`config.mk`:
```
export PLATFORM = sky130hd
export DESIGN_NAME = frame_ring_scoreboard
export DESIGN_NICKNAME = d
export VERILOG_FILES = /design/src/design/fsb_pkg.sv /design/src/design/frame_ring_scoreboard.sv /design/src/design/fsb_ram.sv /design/src/design/fsb_front.sv /design/src/design/fsb_queue.sv /design/src/design/fsb_back.sv
export SDC_FILE = /design/constraint.sdc
export NUM_CORES = 2
export LEC_CHECK = 0
export BUFFER_PORTS_ARGS = -buffer_cell sky130_fd_sc_hd__buf_2
export CAP_MARGIN = 10
export CORE_ASPECT_RATIO = 2
export CORE_MARGIN = 4
export CORE_UTILIZATION = 35
export DETAILED_ROUTE_END_ITERATION = 16
export PLACE_DENSITY = 0.52
export SETUP_SLACK_MARGIN = 0.3
export SYNTH_ARGS = -nofsm -noshare
export SYNTH_HDL_FRONTEND = slang
export SYNTH_SLANG_ARGS = --single-unit
```
`constraint.sdc`:
```
create_clock -name clock -period 6.1 [get_ports clock]
set_clock_uncertainty 0.2 [all_clocks]
set_input_delay 1.83 -clock clock [delete_from_list [all_inputs] [get_ports clock]]
set_output_delay 1.83 -clock clock [all_outputs]
set_load 0.02 [all_outputs]
```
`src/design/fsb_pkg.sv`:
```
package fsb_pkg;

   typedef enum logic [1:0] {
      OP_PRODUCER_DONE  = 2'd0,
      OP_CONSUMER_DONE  = 2'd1,
      OP_PRODUCER_QUERY = 2'd2,
      OP_CONSUMER_QUERY = 2'd3
   } op_type;

   typedef enum logic [1:0] {
      ST_CLEAR,
      ST_IDLE,
      ST_EXEC
   } back_state_type;

   localparam logic [1:0] CSR_PRODUCER_MASK = 2'd0;
   localparam logic [1:0] CSR_CONSUMER_MASK = 2'd1;
   localparam logic [1:0] CSR_FRAMES_IN_USE = 2'd2;

   localparam int OP_W = 2;

   localparam int RSP_READY_BIT   = 0;
   localparam int RSP_FULL_BIT    = 1;
   localparam int RSP_FREED_BIT   = 2;
   localparam int RSP_DROPPED_BIT = 3;
   localparam int RSP_ERROR_BIT   = 4;
   localparam int RSP_COUNT_LSB   = 5;

   localparam int QUEUE_DEPTH = 4;

   typedef struct packed {
      op_type op;
      logic   err;
   } item_ctl_type;

   localparam int CTL_W = $bits(item_ctl_type);

endpackage

```
`src/design/frame_ring_scoreboard.sv`:
```
// Ownership scoreboard for a ring of MAX_FRAMES frames shared by up to PRODUCER_SLOTS
// producers and CONSUMER_SLOTS consumers. Each request transaction carries an op
// (producer done, consumer done, producer write query, consumer read query), a frame
// and an agent slot, and yields exactly one response transaction with the query
// answer, the became_full / freed / dropped / error flags and the count of full
// frames. Requests are checked for range and registration on entry and wait in a
// four-deep queue; the execution side then takes one transaction at a time: it reads
// the frame's state memory, then updates and writes it back once the registered
// response stage is free. That stage lets the next request be popped and read while
// a response waits. After reset the block clears the frame state memory, with
// req_tready low; configuration writes are taken during that time. Write registers
// only while no transaction is in flight.
module frame_ring_scoreboard #(
   parameter int MAX_FRAMES     = 64,
   parameter int PRODUCER_SLOTS = 8,
   parameter int CONSUMER_SLOTS = 8
) (
   input  logic clock,
   input  logic reset,

   input  logic req_tvalid,
   output logic req_tready,
   // op, frame, agent (from bit 0 up), zero padded to whole bytes
   input  logic [((fsb_pkg::OP_W + $clog2(MAX_FRAMES)
                   + (((PRODUCER_SLOTS > CONSUMER_SLOTS) ? PRODUCER_SLOTS : CONSUMER_SLOTS) > 1
                      ? $clog2((PRODUCER_SLOTS > CONSUMER_SLOTS) ? PRODUCER_SLOTS
                                                                  : CONSUMER_SLOTS)
                      : 1) + 7) / 8) * 8 - 1:0] req_tdata,

   output logic rsp_tvalid,
   input  logic rsp_tready,
   // ready_res, became_full, freed, dropped, error, full_count (from bit 0 up)
   output logic [((fsb_pkg::RSP_COUNT_LSB + $clog2(MAX_FRAMES + 1) + 7) / 8) * 8 - 1:0]
                rsp_tdata,

   input  logic       csr_wr_en,
   input  logic [1:0] csr_index,
   input  logic [((PRODUCER_SLOTS > CONSUMER_SLOTS ? PRODUCER_SLOTS : CONSUMER_SLOTS)
                  > $clog2(MAX_FRAMES + 1)
                  ? (PRODUCER_SLOTS > CONSUMER_SLOTS ? PRODUCER_SLOTS : CONSUMER_SLOTS)
                  : $clog2(MAX_FRAMES + 1)) - 1:0] csr_wdata
);

   localparam int FRAME_W  = $clog2(MAX_FRAMES);
   localparam int COUNT_W  = $clog2(MAX_FRAMES + 1);
   localparam int SLOT_MAX = (PRODUCER_SLOTS > CONSUMER_SLOTS) ? PRODUCER_SLOTS
                                                               : CONSUMER_SLOTS;
   localparam int REQ_W    = $bits(req_tdata);
   localparam int RSP_W    = $bits(rsp_tdata);
   localparam int ENTRY_W  = fsb_pkg::CTL_W + FRAME_W + SLOT_MAX;

   logic [PRODUCER_SLOTS-1:0] producer_mask_ff;
   logic [CONSUMER_SLOTS-1:0] consumer_mask_ff;
   logic [COUNT_W-1:0]        frames_in_use_ff;

   logic               clearing;
   logic               queue_full;
   logic               queue_empty;
   logic               push;
   logic               pop;
   logic [ENTRY_W-1:0] push_data;
   logic [ENTRY_W-1:0] pop_data;

   always_ff @(posedge clock) begin
      if (reset) begin
         producer_mask_ff <= '0;
         consumer_mask_ff <= '0;
         frames_in_use_ff <= COUNT_W'(MAX_FRAMES);
      end else if (csr_wr_en) begin
         unique case (csr_index)
            fsb_pkg::CSR_PRODUCER_MASK: producer_mask_ff <= csr_wdata[PRODUCER_SLOTS-1:0];
            fsb_pkg::CSR_CONSUMER_MASK: consumer_mask_ff <= csr_wdata[CONSUMER_SLOTS-1:0];
            fsb_pkg::CSR_FRAMES_IN_USE: frames_in_use_ff <= csr_wdata[COUNT_W-1:0];
            default: begin
               producer_mask_ff <= producer_mask_ff;
            end
         endcase
      end
   end

   fsb_front #(
      .MAX_FRAMES     (MAX_FRAMES),
      .PRODUCER_SLOTS (PRODUCER_SLOTS),
      .CONSUMER_SLOTS (CONSUMER_SLOTS),
      .REQ_W          (REQ_W),
      .ENTRY_W        (ENTRY_W)
   ) u_fsb_front (
      .req_tvalid    (req_tvalid),
      .req_tready    (req_tready),
      .req_tdata     (req_tdata),
      .clearing      (clearing),
      .queue_full    (queue_full),
      .producer_mask (producer_mask_ff),
      .consumer_mask (consumer_mask_ff),
      .frames_in_use (frames_in_use_ff),
      .push          (push),
      .push_data     (push_data)
   );

   fsb_queue #(
      .WIDTH (ENTRY_W),
      .DEPTH (fsb_pkg::QUEUE_DEPTH)
   ) u_fsb_queue (
      .clock     (clock),
      .reset     (reset),
      .push      (push),
      .push_data (push_data),
      .pop       (pop),
      .pop_data  (pop_data),
      .full      (queue_full),
      .empty     (queue_empty)
   );

   fsb_back #(
      .MAX_FRAMES     (MAX_FRAMES),
      .PRODUCER_SLOTS (PRODUCER_SLOTS),
      .CONSUMER_SLOTS (CONSUMER_SLOTS),
      .ENTRY_W        (ENTRY_W),
      .RSP_W          (RSP_W)
   ) u_fsb_back (
      .clock         (clock),
      .reset         (reset),
      .producer_mask (producer_mask_ff),
      .consumer_mask (consumer_mask_ff),
      .pop_data      (pop_data),
      .empty         (queue_empty),
      .pop           (pop),
      .clearing      (clearing),
      .rsp_tvalid    (rsp_tvalid),
      .rsp_tready    (rsp_tready),
      .rsp_tdata     (rsp_tdata)
   );

endmodule

```
`src/design/fsb_ram.sv`:
```
module fsb_ram #(
   parameter int WIDTH = 8,
   parameter int DEPTH = 64
) (
   input  logic                                      clock,
   input  logic                                      wr_en,
   input  logic [((DEPTH > 1) ? $clog2(DEPTH) : 1)-1:0] wr_addr,
   input  logic [WIDTH-1:0]                          wr_data,
   input  logic                                      rd_en,
   input  logic [((DEPTH > 1) ? $clog2(DEPTH) : 1)-1:0] rd_addr,
   output logic [WIDTH-1:0]                          rd_data
);

   logic [WIDTH-1:0] mem_ff [DEPTH];
   logic [WIDTH-1:0] rd_data_ff;

   always_ff @(posedge clock) begin
      if (wr_en) begin
         mem_ff[wr_addr] <= wr_data;
      end
      if (rd_en) begin
         rd_data_ff <= mem_ff[rd_addr];
      end
   end

   assign rd_data = rd_data_ff;

endmodule

```
`src/design/fsb_front.sv`:
```
module fsb_front #(
   parameter int MAX_FRAMES     = 64,
   parameter int PRODUCER_SLOTS = 8,
   parameter int CONSUMER_SLOTS = 8,
   parameter int REQ_W          = 16,
   parameter int ENTRY_W        = 17
) (
   input  logic                                   req_tvalid,
   output logic                                   req_tready,
   input  logic [REQ_W-1:0]                       req_tdata,
   input  logic                                   clearing,
   input  logic                                   queue_full,
   input  logic [PRODUCER_SLOTS-1:0]              producer_mask,
   input  logic [CONSUMER_SLOTS-1:0]              consumer_mask,
   input  logic [$clog2(MAX_FRAMES+1)-1:0]        frames_in_use,
   output logic                                   push,
   output logic [ENTRY_W-1:0]                     push_data
);

   localparam int FRAME_W  = $clog2(MAX_FRAMES);
   localparam int COUNT_W  = $clog2(MAX_FRAMES + 1);
   localparam int SLOT_MAX = (PRODUCER_SLOTS > CONSUMER_SLOTS) ? PRODUCER_SLOTS
                                                               : CONSUMER_SLOTS;
   localparam int AGENT_W  = (SLOT_MAX > 1) ? $clog2(SLOT_MAX) : 1;

   fsb_pkg::op_type       op;
   logic [FRAME_W-1:0]    frame;
   logic [AGENT_W-1:0]    agent;
   logic [COUNT_W-1:0]    limit;
   logic [SLOT_MAX-1:0]   agent_hot;
   logic                  range_err;
   logic                  prod_hit;
   logic                  cons_hit;
   logic                  is_prod;
   fsb_pkg::item_ctl_type ctl;

   assign op    = fsb_pkg::op_type'(req_tdata[fsb_pkg::OP_W-1:0]);
   assign frame = req_tdata[fsb_pkg::OP_W +: FRAME_W];
   assign agent = req_tdata[fsb_pkg::OP_W + FRAME_W +: AGENT_W];

   always_comb begin
      limit = (frames_in_use > COUNT_W'(MAX_FRAMES)) ? COUNT_W'(MAX_FRAMES) : frames_in_use;
      range_err = (COUNT_W'(frame) >= limit);
      for (int i = 0; i < SLOT_MAX; i++) begin
         agent_hot[i] = (agent == AGENT_W'(i));
      end
      prod_hit = |(producer_mask & agent_hot[PRODUCER_SLOTS-1:0]);
      cons_hit = |(consumer_mask & agent_hot[CONSUMER_SLOTS-1:0]);
      is_prod  = (op == fsb_pkg::OP_PRODUCER_DONE) || (op == fsb_pkg::OP_PRODUCER_QUERY);
      ctl.op   = op;
      ctl.err  = range_err || !(is_prod ? prod_hit : cons_hit);
   end

   assign req_tready = !clearing && !queue_full;
   assign push       = req_tvalid && req_tready;
   assign push_data  = {ctl, frame, agent_hot};

endmodule

```
`src/design/fsb_queue.sv`:
```
module fsb_queue #(
   parameter int WIDTH = 8,
   parameter int DEPTH = 4
) (
   input  logic             clock,
   input  logic             reset,
   input  logic             push,
   input  logic [WIDTH-1:0] push_data,
   input  logic             pop,
   output logic [WIDTH-1:0] pop_data,
   output logic             full,
   output logic             empty
);

   localparam int PTR_W = (DEPTH > 1) ? $clog2(DEPTH) : 1;
   localparam int CNT_W = $clog2(DEPTH + 1);

   logic [WIDTH-1:0] slot_ff [DEPTH];
   logic [PTR_W-1:0] wr_ptr_ff, wr_ptr_in;
   logic [PTR_W-1:0] rd_ptr_ff, rd_ptr_in;
   logic [CNT_W-1:0] count_ff, count_in;

   always_comb begin
      wr_ptr_in = wr_ptr_ff;
      rd_ptr_in = rd_ptr_ff;
      count_in  = count_ff;
      if (push) begin
         wr_ptr_in = (wr_ptr_ff == PTR_W'(DEPTH - 1)) ? '0 : wr_ptr_ff + 1'b1;
      end
      if (pop) begin
         rd_ptr_in = (rd_ptr_ff == PTR_W'(DEPTH - 1)) ? '0 : rd_ptr_ff + 1'b1;
      end
      if (push && !pop) begin
         count_in = count_ff + 1'b1;
      end else if (pop && !push) begin
         count_in = count_ff - 1'b1;
      end
   end

   always_ff @(posedge clock) begin
      if (reset) begin
         wr_ptr_ff <= '0;
         rd_ptr_ff <= '0;
         count_ff  <= '0;
      end else begin
         wr_ptr_ff <= wr_ptr_in;
         rd_ptr_ff <= rd_ptr_in;
         count_ff  <= count_in;
      end
   end

   always_ff @(posedge clock) begin
      if (push) begin
         slot_ff[wr_ptr_ff] <= push_data;
      end
   end

   assign pop_data = slot_ff[rd_ptr_ff];
   assign full     = (count_ff == CNT_W'(DEPTH));
   assign empty    = (count_ff == '0);

endmodule

```
`src/design/fsb_back.sv`:
```
module fsb_back #(
   parameter int MAX_FRAMES     = 64,
   parameter int PRODUCER_SLOTS = 8,
   parameter int CONSUMER_SLOTS = 8,
   parameter int ENTRY_W        = 17,
   parameter int RSP_W          = 16
) (
   input  logic                      clock,
   input  logic                      reset,
   input  logic [PRODUCER_SLOTS-1:0] producer_mask,
   input  logic [CONSUMER_SLOTS-1:0] consumer_mask,
   input  logic [ENTRY_W-1:0]        pop_data,
   input  logic                      empty,
   output logic                      pop,
   output logic                      clearing,
   output logic                      rsp_tvalid,
   input  logic                      rsp_tready,
   output logic [RSP_W-1:0]          rsp_tdata
);

   localparam int FRAME_W  = $clog2(MAX_FRAMES);
   localparam int COUNT_W  = $clog2(MAX_FRAMES + 1);
   localparam int SLOT_MAX = (PRODUCER_SLOTS > CONSUMER_SLOTS) ? PRODUCER_SLOTS
                                                               : CONSUMER_SLOTS;
   localparam int WORD_W   = 1 + PRODUCER_SLOTS + CONSUMER_SLOTS;
   localparam int RSP_BITS = fsb_pkg::RSP_COUNT_LSB + COUNT_W;

   fsb_pkg::back_state_type state_ff, state_in;
   fsb_pkg::item_ctl_type   cur_ctl_ff, head_ctl;
   logic [FRAME_W-1:0]      cur_frame_ff, head_frame;
   logic [SLOT_MAX-1:0]     cur_hot_ff, head_hot;
   logic [FRAME_W-1:0]      clear_addr_ff, clear_addr_in;
   logic [COUNT_W-1:0]      full_total_ff, full_total_in;
   logic                    rsp_valid_ff, rsp_valid_in;
   logic [RSP_BITS-1:0]     rsp_data_ff, rsp_data_in;

   logic                    ram_wr_en;
   logic [FRAME_W-1:0]      ram_wr_addr;
   logic [WORD_W-1:0]       ram_wr_data;
   logic                    ram_rd_en;
   logic [WORD_W-1:0]       ram_rd_data;

   logic                          old_full, new_full;
   logic [PRODUCER_SLOTS-1:0]     old_pf, new_pf, pbit;
   logic [CONSUMER_SLOTS-1:0]     old_cf, new_cf, cbit;
   logic                          ready, full_ev, freed, drop, err, inc, dec;
   logic                          rsp_free, load_rsp;

   assign head_ctl   = fsb_pkg::item_ctl_type'(pop_data[ENTRY_W-1 -: fsb_pkg::CTL_W]);
   assign head_frame = pop_data[SLOT_MAX +: FRAME_W];
   assign head_hot   = pop_data[SLOT_MAX-1:0];

   fsb_ram #(
      .WIDTH (WORD_W),
      .DEPTH (MAX_FRAMES)
   ) u_fsb_ram (
      .clock   (clock),
      .wr_en   (ram_wr_en),
      .wr_addr (ram_wr_addr),
      .wr_data (ram_wr_data),
      .rd_en   (ram_rd_en),
      .rd_addr (head_frame),
      .rd_data (ram_rd_data)
   );

   always_comb begin
      old_full = ram_rd_data[WORD_W-1];
      old_pf   = ram_rd_data[CONSUMER_SLOTS +: PRODUCER_SLOTS];
      old_cf   = ram_rd_data[CONSUMER_SLOTS-1:0];
      pbit     = cur_hot_ff[PRODUCER_SLOTS-1:0];
      cbit     = cur_hot_ff[CONSUMER_SLOTS-1:0];
      new_full = old_full;
      new_pf   = old_pf;
      new_cf   = old_cf;
      ready    = 1'b0;
      full_ev  = 1'b0;
      freed    = 1'b0;
      drop     = 1'b0;
      err      = cur_ctl_ff.err;
      inc      = 1'b0;
      dec      = 1'b0;
      if (!cur_ctl_ff.err) begin
         unique case (cur_ctl_ff.op)
            fsb_pkg::OP_PRODUCER_DONE: begin
               if (|(old_pf & pbit)) begin
                  err = 1'b1;
               end else begin
                  new_pf = old_pf | pbit;
                  if ((producer_mask & ~new_pf) == '0) begin
                     new_pf  = '0;
                     full_ev = 1'b1;
                     if (!old_full) begin
                        new_full = 1'b1;
                        inc      = 1'b1;
                     end
                  end
                  if ((consumer_mask & ~old_cf) == '0) begin
                     if (new_full) begin
                        drop  = 1'b1;
                        freed = 1'b1;
                        dec   = 1'b1;
                     end
                     new_full = 1'b0;
                     new_cf   = '0;
                  end
               end
            end
            fsb_pkg::OP_CONSUMER_DONE: begin
               if (|(old_cf & cbit)) begin
                  err = 1'b1;
               end else begin
                  new_cf = old_cf | cbit;
                  if ((consumer_mask & ~new_cf) == '0) begin
                     dec      = old_full;
                     new_full = 1'b0;
                     new_cf   = '0;
                     freed    = 1'b1;
                  end
               end
            end
            fsb_pkg::OP_PRODUCER_QUERY: begin
               ready = !old_full && !(|(old_pf & pbit));
            end
            fsb_pkg::OP_CONSUMER_QUERY: begin
               ready = old_full && !(|(old_cf & cbit));
            end
            default: begin
               ready = 1'b0;
            end
         endcase
      end
      full_total_in = full_total_ff + COUNT_W'(inc) - COUNT_W'(dec);
      rsp_data_in = '0;
      rsp_data_in[fsb_pkg::RSP_READY_BIT]   = ready;
      rsp_data_in[fsb_pkg::RSP_FULL_BIT]    = full_ev;
      rsp_data_in[fsb_pkg::RSP_FREED_BIT]   = freed;
      rsp_data_in[fsb_pkg::RSP_DROPPED_BIT] = drop;
      rsp_data_in[fsb_pkg::RSP_ERROR_BIT]   = err;
      rsp_data_in[fsb_pkg::RSP_COUNT_LSB +: COUNT_W] = full_total_in;
   end

   assign rsp_free = !rsp_valid_ff || rsp_tready;

   always_comb begin
      state_in      = state_ff;
      clear_addr_in = clear_addr_ff;
      pop           = 1'b0;
      ram_rd_en     = 1'b0;
      ram_wr_en     = 1'b0;
      ram_wr_addr   = cur_frame_ff;
      ram_wr_data   = {new_full, new_pf, new_cf};
      load_rsp      = 1'b0;
      unique case (state_ff)
         fsb_pkg::ST_CLEAR: begin
            ram_wr_en   = 1'b1;
            ram_wr_addr = clear_addr_ff;
            ram_wr_data = '0;
            if (clear_addr_ff == FRAME_W'(MAX_FRAMES - 1)) begin
               state_in = fsb_pkg::ST_IDLE;
            end else begin
               clear_addr_in = clear_addr_ff + 1'b1;
            end
         end
         fsb_pkg::ST_IDLE: begin
            if (!empty) begin
               pop       = 1'b1;
               ram_rd_en = 1'b1;
               state_in  = fsb_pkg::ST_EXEC;
            end
         end
         fsb_pkg::ST_EXEC: begin
            if (rsp_free) begin
               load_rsp  = 1'b1;
               ram_wr_en = !err;
               state_in  = fsb_pkg::ST_IDLE;
            end
         end
         default: begin
            state_in = fsb_pkg::ST_CLEAR;
         end
      endcase
      if (load_rsp) begin
         rsp_valid_in = 1'b1;
      end else begin
         rsp_valid_in = rsp_valid_ff && !rsp_tready;
      end
   end

   always_ff @(posedge clock) begin
      if (reset) begin
         state_ff      <= fsb_pkg::ST_CLEAR;
         clear_addr_ff <= '0;
         full_total_ff <= '0;
         rsp_valid_ff  <= 1'b0;
      end else begin
         state_ff      <= state_in;
         clear_addr_ff <= clear_addr_in;
         rsp_valid_ff  <= rsp_valid_in;
         if (load_rsp) begin
            full_total_ff <= full_total_in;
         end
      end
   end

   always_ff @(posedge clock) begin
      if (pop) begin
         cur_ctl_ff   <= head_ctl;
         cur_frame_ff <= head_frame;
         cur_hot_ff   <= head_hot;
      end
      if (load_rsp) begin
         rsp_data_ff <= rsp_data_in;
      end
   end

   assign clearing   = (state_ff == fsb_pkg::ST_CLEAR);
   assign rsp_tvalid = rsp_valid_ff;
   assign rsp_tdata  = RSP_W'(rsp_data_ff);

endmodule

```
==> impl_metrics.tcl <==
set metrics [dict create \
    cts_tree "done" \
    yosys_warnings 0 \
    grt-ovfl-total 0 \
    clock_path_buffers 3 \
    synth-main-ff-cell "edfxtp_1" \
    seq_area_frac_synth_pct 73.65 \
    path_max_fanout 6 \
    slowest_stage "edfxtp_1" \
    rsz0062_at_grt "no" \
    final_util_pct 39.54 \
    drc 0 \
    vdd_drop_max_v 0.0002448 \
    drt_pass1_iterations 5 \
    yosys.area.top_type_share_pct 71.74 \
    die_area_mm2 0.1503 \
    critPathMostFrequentCell "o21ai_0" \
    synth.avg_cell_area_um2 15.41 \
    cp-end-kind "flop" \
    die_x_um 276.1 \
    muxShareOfSynthArea_pct 6.709 \
    drt-total-wl_um 135900 \
    maxCapViolCount 0 \
    hold_violations 0 \
    first_global_vias 28290 \
    area_delta_synth_final_pct 12.18 \
    cp-start-kind "flop" \
    initial_core_util_pct 35.25 \
    synth_top_family_by_area "simple AND/OR/NAND/NOR gates" \
    grt_max_degree 143 \
    required_ns 6.51 \
    clock-sinks 1250 \
    nNetsFinal 3414 \
    synth-adder-area-share_pct 0.5769 \
    post_cts_buffers 0 \
    rrSetupSlack_ns 0.90 \
    num_vias 28000 \
    finalMaxSlewViolations 0 \
    finalCritPeriodShare_pct 85.21 \
    powerDensity_mw_per_mm2 286.6 \
    worst_pin_slew_ns 1.132 \
    cts_made_buffers 102 \
    root_buffer "clkbuf_16" \
    hp-class "reg -> reg" \
    synth_top_area_cell "edfxtp_1" \
    timing.fmax_mhz 192.4 \
    vias_per_cell 5.258 \
    gp_congestion 0.8500 \
    synth-simple-area-share_pct 9.196 \
    synth.distinct_cells 68 \
    portBuffers 39 \
    fp.coreArea_mm2 0.1427 \
    dp_hpwl_um 84960 \
    drtIter0Drc 2034 \
    path_cells "a222oi_1, nand3_1, a211oi_1, nand2_1, nor2_1, o21ai_0, a211oi_1, ha_1, inv_1, ha_1, inv_1, fa_1, nor2b_1, o21ai_0, a21boi_0, o21ai_0, and3_1, or3_1, a21oi_1" \
    drive_gt1_share_pct 14.75 \
    grt_usage_pct 17.71 \
    ios 49 \
    synth-compound-area-share_pct 7.060 \
    netlist_top_cells_count "1,202 x edfxtp_1, 548 x nand2_1, 160 x nor2_1" \
    ys_top_cells_by_area "edfxtp_1 72%, mux4_2 4.3%, nand2_1 4.1%, mux2i_1 2.3%, dfxtp_1 1.9%" \
    cts-htree-levels 3 \
    antenna_found_initial 3 \
    rows 196 \
    arrival_ns 5.61 \
    clkLatencyLatePin_ns 0.70 \
    p_leak_nw 19.26 \
    final.hold.worst_slack_ns 0.2626 \
    async_flop_share_pct 0 \
    setup_viol 0 \
    syn_inst 3264 \
    synth_edf_count 1202 \
    dieHeight_um 544.2 \
    yosysMostFrequentCell "edfxtp_1" \
    tns_ns 0 \
    ctsResizeCount 0 \
    relSlewSlack_pct 24.52 \
    ant_nets 0 \
    status "completed" \
    grt_first_pass_wirelength_um 197200 \
    netlist_area_mm2 0.05031 \
    cp_top_family "compound AO/OA/AOI/OAI gates" \
    worst-setup-path-type "reg -> reg" \
    path_clk_slew_ns 0.07 \
    wl_per_cell_um 25.52 \
    yosys.area_share.xor_xnor_pct 0.1567 \
    crit_buf_inv 2 \
    fin_crit_ns 5.198 \
    critPathMaxStageDelay_ns 0.50 \
    synth_seq_cells 1250 \
    holdBufCountCts 0 \
]
cells by family (layout without fill, tap and decap cells):
| kind of cell | count (synthesis) | count (layout) |
|---|---|---|
| compound gates | 494 | 494 |
| xor+xnor | 9 | 9 |
| fa+ha+maj | 22 | 22 |
| buf+inv | 229 | 405 |
| flops | 1250 | 1250 |
| mux | 217 | 217 |
| other cells | 1 | 6 |
| simple gates | 1042 | 1042 |
path summary, 6_finish.rpt:
| path | from | endpoint | cells past startpoint |
|---|---|---|---|
| hold / removal | u_fsb_back.full_total_ff[0] | u_fsb_back.full_total_ff[0] | 2 |
| setup reg to reg | u_fsb_back.cbit[0] | u_fsb_back.full_total_ff[6] | 19 |
| hold reg to reg | u_fsb_back.full_total_ff[0] | u_fsb_back.full_total_ff[0] | 2 |
| setup / recovery | u_fsb_back.cbit[0] | u_fsb_back.full_total_ff[6] | 19 |
flip-flops by register name (all words and copies together) (netlist names), named ones only:
| name | flops |
|---|---|
| consumer_mask_ff | 8 |
| frames_in_use_ff | 7 |
| producer_mask_ff | 8 |
| u_fsb_back.cbit | 8 |
| u_fsb_back.clear_addr_ff | 6 |
| u_fsb_back.cur_ctl_ff | 3 |
| u_fsb_back.cur_frame_ff | 6 |
| u_fsb_back.full_total_ff | 7 |
| u_fsb_back.rsp_data_ff | 12 |
| u_fsb_back.rsp_tvalid | 1 |
| u_fsb_back.state_ff | 2 |
| u_fsb_back.u_fsb_ram.mem_ff | 1088 |
| u_fsb_back.u_fsb_ram.rd_data | 17 |
| u_fsb_queue.count_ff | 3 |
| u_fsb_queue.rd_ptr_ff | 2 |
| u_fsb_queue.slot_ff | 68 |
| u_fsb_queue.wr_ptr_ff | 2 |
per-layer routing:
metal  share of wire [%]  track usage, %  up-vias  wire, µm
li1                    -               -    12670         -
met1                  37           19.86    14560     50320
met2                  56           34.49      606     75920
met3                 3.2           1.679      170      4360
met4                 3.9           6.715        0      5299
met5                   0               0        -         0
worst reg2reg max path, stage by stage, from the launching register on:
cell and delay [ns]:
edfxtp_1 0.50, a222oi_1 0.51, nand3_1 0.18, a211oi_1 0.45
nand2_1 0.15, nor2_1 0.11, o21ai_0 0.14, a211oi_1 0.49
ha_1 0.33, inv_1 0.05, ha_1 0.16, inv_1 0.06
fa_1 0.42, nor2b_1 0.13, o21ai_0 0.13, a21boi_0 0.27
o21ai_0 0.15, and3_1 0.22, or3_1 0.34, a21oi_1 0.13
final cells by class:
class | count | area [µm²]
clock buffer | 136 | 2858
inverter | 38 | 180.2
clock inverter | 50 | 506.7
fill | 13230 | 86290
antenna | 2 | 5.005
sequential | 1250 | 37060
tap | 1881 | 2354
timing repair buffer | 181 | 1349
multi-input combinational | 1788 | 12130
cell usage in the layout (no fill, tap or decap), types with 15 or more instances in the layout:
| cell | instances |
|---|---|
| mux4_2 | 95 |
| clkinv_1 | 15 |
| a211oi_2 | 22 |
| nor2b_1 | 105 |
| buf_4 | 135 |
| dfxtp_1 | 48 |
| or4_1 | 18 |
| a311oi_1 | 17 |
| clkbuf_16 | 108 |
| a211oi_1 | 98 |
| a311o_1 | 17 |
| ha_1 | 20 |
| clkbuf_1 | 23 |
| a21oi_1 | 132 |
| mux2i_1 | 116 |
| clkinv_2 | 17 |
| nand2_1 | 548 |
| a31oi_1 | 56 |
| edfxtp_1 | 1202 |
| nand3_1 | 139 |
| nor2_4 | 17 |
| buf_2 | 39 |
| a221o_1 | 17 |
| o221ai_1 | 15 |
| nor2_1 | 127 |
| nor2_2 | 17 |
| inv_1 | 33 |
| o21ai_0 | 41 |
report_power, final:
part           switching (mW)  internal, mW
Combinational           0.103        0.0390
Clock                    3.05          3.65
Sequential             0.0168          9.31
Total                    3.17          13.0
metrics by stage:
step	power (mW)	setup WS, ns	instance area [µm²]	instances
floorplan	9.590	1.582	50330	3267
global placement	9.658	0.9016	53070	5138
detailed placement	9.662	0.8693	53070	5138
CTS	16.33	0.8408	56440	5324
global route	16.66	0.4604	56440	5325
finish	16.18	0.9024	56440	5326
Note: power is estimated with default switching activity, not from simulation.
